<file path="src/rtl/core/gcm_pkg.sv">
// ----------------------------------------------------------------------------
// gcm_pkg: shared types and constants of the greedy change maker
// Field widths, register indexes, reset values of the denomination table,
// and the denomination slot selector.
// ----------------------------------------------------------------------------
package gcm_pkg;

	localparam int AMOUNT_W = 24;
	localparam int DENOM_W  = 16;
	localparam int SLOT_W   = 4;
	localparam int CFG_W    = 64;
	localparam int CNT_W    = 5;

	// configuration register indexes
	localparam logic [1:0] REG_DENOMS_LOW  = 2'd0;
	localparam logic [1:0] REG_DENOMS_MID  = 2'd1;
	localparam logic [1:0] REG_DENOMS_HIGH = 2'd2;
	localparam logic [1:0] REG_DENOMS_USED = 2'd3;

	// reset table: 10000 5000 200 100 | 50 20 5 2 | 1
	localparam logic [CFG_W-1:0]  RST_DENOMS_LOW  = 64'h0064_00C8_1388_2710;
	localparam logic [CFG_W-1:0]  RST_DENOMS_MID  = 64'h0002_0005_0014_0032;
	localparam logic [CFG_W-1:0]  RST_DENOMS_HIGH = 64'h0000_0000_0000_0001;
	localparam logic [SLOT_W-1:0] RST_DENOMS_USED = 4'd9;

	typedef logic [DENOM_W-1:0]  denom_t;
	typedef logic [AMOUNT_W-1:0] amount_t;

	// one result waiting for its successor to tell whether it is the last
	typedef struct packed {
		logic    valid;
		denom_t  value;
		amount_t count;
	} pend_t;

	// pick the sixteen-bit slot out of the three table words
	function automatic denom_t slot_value(input logic [CFG_W-1:0] lo,
	                                      input logic [CFG_W-1:0] mid,
	                                      input logic [CFG_W-1:0] hi,
	                                      input logic [SLOT_W-1:0] slot);
		logic [CFG_W-1:0] word;
		case (slot[3:2])
			2'd0:    word = lo;
			2'd1:    word = mid;
			2'd2:    word = hi;
			default: word = '0;
		endcase
		return word[slot[1:0]*DENOM_W +: DENOM_W];
	endfunction

endpackage

</file>
<file path="src/rtl/core/greedy_change_maker_top.sv">
// ----------------------------------------------------------------------------
// greedy_change_maker_top: greedy coin change over a configurable table
// Pays out an amount slot by slot with a bit-serial restoring divider.
// ----------------------------------------------------------------------------
// One amount is worked on at a time. The sequencer walks the table slot by
// slot and passes over each slot whose value is zero or larger than the
// remaining amount; each slot that hands out coins goes through the slot
// check, the one-bit-per-cycle divider and the emit step. Closing an amount
// sees the end of the table and then loads the final word.
// A word for a slot is emitted once the next paying slot has been divided, or
// at the end of the table, so the final word of an amount carries tlast and,
// in tuser, the unpaid flag. A new amount is accepted as soon as the final
// word is in the output register, even while it still waits to be taken. A
// stall on the output side holds the sequencer at each paying slot, the first
// one of an amount included, and at the final word, until the output register
// is free.
module greedy_change_maker_top #(
	parameter int MAX_DENOMS = 12
) (
	input  logic        clk,
	input  logic        arst_n,
	// configuration
	input  logic        wr_en,
	input  logic [1:0]  wr_index,
	input  logic [63:0] wr_data,
	// amount in
	input  logic        s_tvalid,
	output logic        s_tready,
	input  logic [23:0] s_tdata,   // [23:0] amount
	// coins out
	output logic        m_tvalid,
	input  logic        m_tready,
	output logic [39:0] m_tdata,   // [15:0] coin_value, [39:16] coin_count
	output logic        m_tlast,   // last_of_run
	output logic [0:0]  m_tuser    // [0] no_solution
);

	localparam logic [gcm_pkg::SLOT_W-1:0] MaxUsed = gcm_pkg::SLOT_W'(MAX_DENOMS);
	localparam logic [gcm_pkg::CNT_W-1:0]  LastBit = gcm_pkg::CNT_W'(gcm_pkg::AMOUNT_W - 1);

	localparam logic [2:0] S_IDLE  = 3'd0;
	localparam logic [2:0] S_SLOT  = 3'd1;
	localparam logic [2:0] S_DIV   = 3'd2;
	localparam logic [2:0] S_EMIT  = 3'd3;
	localparam logic [2:0] S_FINAL = 3'd4;

	logic [63:0] denoms_low_q, denoms_mid_q, denoms_high_q;
	logic [gcm_pkg::SLOT_W-1:0] denoms_used_q;

	logic [2:0]                    state_q;
	logic [gcm_pkg::SLOT_W-1:0]    slot_q, used_q;
	gcm_pkg::amount_t              rest_q;
	gcm_pkg::amount_t              quot_q;
	gcm_pkg::denom_t               part_q, div_d_q;
	logic [gcm_pkg::CNT_W-1:0]     bit_cnt_q;
	gcm_pkg::pend_t                pend_q;

	logic                          out_valid_q;
	gcm_pkg::denom_t               out_value_q;
	gcm_pkg::amount_t              out_count_q;
	logic                          out_last_q, out_nosol_q;

	gcm_pkg::denom_t               cur_d;
	logic [gcm_pkg::DENOM_W:0]     trial;
	logic                          qbit;
	logic                          can_push;
	logic                          push_out;

	assign cur_d    = gcm_pkg::slot_value(denoms_low_q, denoms_mid_q, denoms_high_q, slot_q);
	assign trial    = {part_q, quot_q[gcm_pkg::AMOUNT_W-1]};
	assign qbit     = (trial >= {1'b0, div_d_q});
	assign can_push = !out_valid_q || m_tready;
	assign push_out = can_push &&
	                  ((state_q == S_EMIT && pend_q.valid) || state_q == S_FINAL);

	assign s_tready = (state_q == S_IDLE);
	assign m_tvalid = out_valid_q;
	assign m_tdata  = {out_count_q, out_value_q};
	assign m_tlast  = out_last_q;
	assign m_tuser  = out_nosol_q;

	// write configuration registers
	always_ff @(posedge clk or negedge arst_n) begin
		if (!arst_n) begin
			denoms_low_q  <= gcm_pkg::RST_DENOMS_LOW;
			denoms_mid_q  <= gcm_pkg::RST_DENOMS_MID;
			denoms_high_q <= gcm_pkg::RST_DENOMS_HIGH;
			denoms_used_q <= gcm_pkg::RST_DENOMS_USED;
		end else if (wr_en) begin
			case (wr_index)
				gcm_pkg::REG_DENOMS_LOW:  denoms_low_q  <= wr_data;
				gcm_pkg::REG_DENOMS_MID:  denoms_mid_q  <= wr_data;
				gcm_pkg::REG_DENOMS_HIGH: denoms_high_q <= wr_data;
				gcm_pkg::REG_DENOMS_USED: denoms_used_q <= wr_data[gcm_pkg::SLOT_W-1:0];
				default: ;
			endcase
		end
	end

	// sequencer control state and pending word
	always_ff @(posedge clk or negedge arst_n) begin
		if (!arst_n) begin
			state_q     <= S_IDLE;
			pend_q      <= '0;
			out_valid_q <= 1'b0;
		end else begin
			// load the output word on a push, drop it once taken
			if (push_out) begin
				out_valid_q <= 1'b1;
			end else if (m_tready) begin
				out_valid_q <= 1'b0;
			end
			case (state_q)
				S_IDLE: begin
					if (s_tvalid) begin
						state_q <= S_SLOT;
					end
				end
				S_SLOT: begin
					if (slot_q == used_q) begin
						state_q <= S_FINAL;
					end else if (cur_d != '0 && {8'd0, cur_d} <= rest_q) begin
						state_q <= S_DIV;
					end
				end
				S_DIV: begin
					if (bit_cnt_q == LastBit) begin
						state_q <= S_EMIT;
					end
				end
				S_EMIT: begin
					if (can_push) begin
						pend_q  <= '{valid: 1'b1, value: div_d_q, count: quot_q};
						state_q <= S_SLOT;
					end
				end
				S_FINAL: begin
					if (can_push) begin
						pend_q.valid <= 1'b0;
						state_q      <= S_IDLE;
					end
				end
				default: state_q <= S_IDLE;
			endcase
		end
	end

	// datapath: remainder, bit-serial divider and output word
	always_ff @(posedge clk) begin
		case (state_q)
			S_IDLE: begin
				rest_q <= s_tdata;
				slot_q <= '0;
				used_q <= (denoms_used_q > MaxUsed) ? MaxUsed : denoms_used_q;
			end
			S_SLOT: begin
				if (slot_q != used_q) begin
					if (cur_d != '0 && {8'd0, cur_d} <= rest_q) begin
						quot_q    <= rest_q;
						part_q    <= '0;
						div_d_q   <= cur_d;
						bit_cnt_q <= '0;
					end else begin
						slot_q <= slot_q + 1'b1;
					end
				end
			end
			S_DIV: begin
				// shift one dividend bit in, one quotient bit out
				part_q    <= qbit ? gcm_pkg::DENOM_W'(trial - {1'b0, div_d_q})
				                  : trial[gcm_pkg::DENOM_W-1:0];
				quot_q    <= {quot_q[gcm_pkg::AMOUNT_W-2:0], qbit};
				bit_cnt_q <= bit_cnt_q + 1'b1;
			end
			S_EMIT: begin
				if (can_push) begin
					out_value_q  <= pend_q.value;
					out_count_q  <= pend_q.count;
					out_last_q   <= 1'b0;
					out_nosol_q  <= 1'b0;
					rest_q       <= {8'd0, part_q};
					slot_q       <= slot_q + 1'b1;
				end
			end
			S_FINAL: begin
				if (can_push) begin
					out_value_q <= pend_q.valid ? pend_q.value : '0;
					out_count_q <= pend_q.valid ? pend_q.count : '0;
					out_last_q  <= 1'b1;
					out_nosol_q <= (rest_q != '0);
				end
			end
			default: ;
		endcase
	end

	// the divider only runs on a nonzero denomination
	assert property (@(posedge clk) disable iff (!arst_n)
		(state_q == S_DIV) |-> (div_d_q != '0))
		else $error("divider running with zero denomination");

	// partial remainder stays below the divisor
	assert property (@(posedge clk) disable iff (!arst_n)
		(state_q == S_DIV) |-> (part_q < div_d_q))
		else $error("partial remainder out of range");

	// nothing left over from the previous amount when a new one is taken
	assert property (@(posedge clk) disable iff (!arst_n)
		s_tready |-> !pend_q.valid)
		else $error("pending word left at accept");

	// a pushed final word is marked last
	assert property (@(posedge clk) disable iff (!arst_n)
		(state_q == S_FINAL && can_push) |=> (m_tvalid && m_tlast))
		else $error("final word not marked last");

endmodule

</file>
<file path="config.mk">
export PLATFORM = sky130hd
export DESIGN_NAME = greedy_change_maker_top
export DESIGN_NICKNAME = d
export VERILOG_FILES = /design/src/rtl/core/gcm_pkg.sv /design/src/rtl/core/greedy_change_maker_top.sv
export SDC_FILE = /design/constraint.sdc
export NUM_CORES = 1
export LEC_CHECK = 0
export BUFFER_PORTS_ARGS = -buffer_cell sky130_fd_sc_hd__buf_4
export CAP_MARGIN = 20
export CELL_PAD_IN_SITES_DETAIL_PLACEMENT = 1
export CELL_PAD_IN_SITES_GLOBAL_PLACEMENT = 2
export CORE_ASPECT_RATIO = 1.4
export CORE_MARGIN = 5
export CORE_UTILIZATION = 43
export DETAILED_ROUTE_END_ITERATION = 6
export GPL_ROUTABILITY_DRIVEN = 0
export GPL_TIMING_DRIVEN = 0
export HOLD_SLACK_MARGIN = 0.06
export PLACE_DENSITY_LB_ADDON = 0.1
export SLEW_MARGIN = 20
export SYNTH_ARGS = -nofsm -noshare
export SYNTH_HDL_FRONTEND = slang
export SYNTH_SLANG_ARGS = --single-unit
</file>
<file path="constraint.sdc">
create_clock -name clk -period 6 [get_ports clk]
set_input_delay 0.3 -clock clk [delete_from_list [all_inputs] [get_ports clk]]
set_output_delay 0.3 -clock clk [all_outputs]
set_load 0.05 [all_outputs]
</file>
==> summary.md <==
| Metric | Value |
|---|---|
| Cells after synthesis | 1282 |
| Achievable Freq | 184 MHz |
| Avg Synthesized Cell Area | 13.5 um^2 |
| Commonest non-fill, non-tap cell in the layout | mux2_2 |
| Tot GR Track Use | 22.4% |
| Post-cts resize count | 0 |
| Leak Pwr | 8.80 nW |
| CTS tree | done |
| Num CTS Buffers | 40 |
| CP Class | flip-flop to flip-flop |
| Post-CTS Setup Bufs | 0 |
| Final #Nets | 1678 |
| Post-DRT Antenna Nets | 0 |
| Synth area leaders | dfrtp_1 (31%), edfxtp_1 (23%), mux2_2 (15%) |
| DR WL/cell | 23.6 um |
| DR pass1 iterations | 4 |
| Clock Skew | 18.3 ps |
| Max-slew violation count | 0 |
| Hold Crit Class | input pin to flip-flop |
| Syn Nets | 1412 |
| H-Tree Depth | 2 |
| Global-route wire length before repair | 76400 um |
| DRT Wirelength | 49900 um |
| Core Region | 0.0401 mm^2 |
| DIE WIDTH | 180 um |
| # setup viols final | 0 |
| Worst ir drop on vdd | 0.000238 V |
| Worst rel slew slack | 29.7% |
| Mapped Area | 0.0173 mm^2 |
| #FFs+latches synth | 376 |
| Initial Utilization | 43.2% |
| Seq/Total Area, Yosys | 58.4% |
| # IOs | 139 |
| Worst Path Required | 6170 ps |
| Hold Fails Final Rpt | 0 |
| P per Cell Area | 537 mW/mm^2 |
| HPWL after DPL | 35900 um |
| CTS max path bufs | 3 |
| Layout Utilization | 53.0% |
| Asr flop ratio synth | 64.1% |
| DIE AREA | 0.0444 mm^2 |
| Site Rows | 87 |
| Starting DRT DRC Count | 472 |
| CTS sink cnt | 376 |
| Setup WS post-layout | 559 ps |
| Ys Warns | 0 |
| Via count | 11.3k |
| Cell variety after synth | 57 |
| Fin cells | 2112 |
| Worst Tran Pin Value | 1050 ps |
| GR Overflow Total | 0 |
| Initial antenna violation count | 0 |
| Startpoint types | flip-flop |
| Max Cap Viol | 0 |
| Number of flops mapped to enable cells by yosys | 135 |
| Dpl ws | 507 ps |
| CP max FO | 45 |
| Port-buffer cells | 138 |
| Synth top area share | 30.9% |
| CTS clk-pin slew, worst paths | 60 ps |
| Drc violations | 0 |
| Die Ht | 247 um |
| Unrepaired setup endpoints after global routing | no |
| Tcrit/Tclk final | 90.7% |
| Fill cell count | 4061 |
| Worst Setup End Kind | flip-flop |
| Maximum number of pins on one net before global-route repair | 94 |
| Vias in the first global route | 12.5k |
| Worst skew pair latency | 550 ps |
| Most frequent cells in the layout | mux2_2 (237), dfrtp_1 (214), buf_4 (138) |
| P&R area growth vs syn | 22.5% |
| Inst Count DP | 1957 |
| Top_reg_cell synth | dfrtp_1 |
| Dominant cell type by area after synthesis | dfrtp_1 |
| N_diodes | 0 |
| WHS | 80.2 ps |
| Min Tclk post-route | 5440 ps |
| Vias/cell | 5.36 |
| Share of cells above drive strength 1 | 32.4% |
| Status | completed |
| Worst Path Arrival | 5610 ps |
| Root Buffer | clkbuf_16 |
[report_power, final]
| part | internal [W] | switching (W) |
|---|---|---|
| registers | 0.00382 | 0.000506 |
| clock network | 0.00139 | 0.00102 |
| logic | 0.00184 | 0.00282 |
| total | 0.00705 | 0.00434 |
[routing by layer]
layer | GRT usage, % | part of all wire [%] | vias up
met1 | 25.0 | 38 | 5822
met3 | 3.01 | 3.6 | 59
met2 | 45.4 | 57 | 215
li1 | - | - | 5215
met5 | 0 | 0 | -
met4 | 4.55 | 1.7 | 0
[flip-flops by register name, indices dropped and copies added (netlist names), 3 cells and up]
name	cells
denoms_mid_q	64
div_d_q	16
out_count_q	24
part_q	16
state_q	3
quot_q	24
denoms_high_q	64
bit_cnt_q	5
denoms_used_q	4
out_value_q	16
pend_q	41
used_q	4
rest_q	24
denoms_low_q	64
slot_q	4
[layout make-up]
cell class              count  area (um^2)  area share, %
repair buffers            224         1960           9.22
plain buffers              75          335           1.58
clock inverters            12         85.1          0.401
flip-flops and latches    376        10100           47.7
clock buffers              60         1170           5.51
well taps                 534          668           3.15
multi-input cells         792         6740           31.8
inverters                  39          146          0.690
[final timing paths]
check                      startpoint                to  slack [ps]  depth (start not counted)
min in group asynchronous      arst_n        pend_q[29]         270                          2
max in group asynchronous      arst_n  denoms_low_q[28]        4800                          3
hold reg to reg            pend_q[10]        pend_q[10]         500                          1
setup reg to reg            slot_q[0]         quot_q[9]         560                         11
setup / recovery            slot_q[0]         quot_q[9]         560                         11
hold / removal             s_tdata[9]         rest_q[9]          80                          3
[what timing repair did]
action | CTS | global route
hold endpoints to repair | 266 | 0
setup endpoints to repair | 0 | 0
hold buffers | 83 | 0
[kinds of logic (layout without fill, tap and decap cells)]
group           Yosys count  in the layout  share of synthesized area (%)
xor+xnor                 15             15                          0.759
fa+ha+maj                35             35                           2.57
buf+inv                 114            410                           2.77
mux                     317            317                           21.2
flops                   376            376                           58.4
simple gates            264            264                           7.51
compound gates          161            161                           6.76
[stage by stage]
stage	TNS [ps]	total power (W)	instance area [um^2]
floorplan	0	0.00734	17300
global placement	-36400	0.00888	19000
detailed placement	0	0.00903	19100
CTS	0	0.0115	21200
global route	0	0.0121	21200
finish	0	0.0114	21200
[Yosys cell counts, types with 4 or more instances]
cell type and count:
and2_1 12, buf_1 4, xor2_1 10, clkbuf_1 51
o21a_1 6, xnor2_1 5, nand4_1 5, nor2_1 28
a211oi_1 8, buf_6 4, nor4_1 12, dfstp_2 27
a21o_1 13, o2bb2ai_1 64, dfrtp_1 214, a21oi_1 21
nand3_1 11, buf_2 15, edfxtp_1 135, nor2b_1 47
mux2_2 237, mux2i_1 64, a31oi_1 4, nand2_1 117
mux4_2 16, ha_1 34, o21ai_0 29, nor3_1 8
inv_1 39
[critical path, cell delays in order (launching register included)]
cell and delay, ps:
edfxtp_1 350, clkbuf_1 600, clkbuf_1 700, mux4_2 550
ha_1 340, nor2b_1 140, o21a_1 160, o21ai_0 170
a211oi_1 110, o31a_1 390, nor3_4 800, or2_4 720
(Power assumes the default switching activity.)
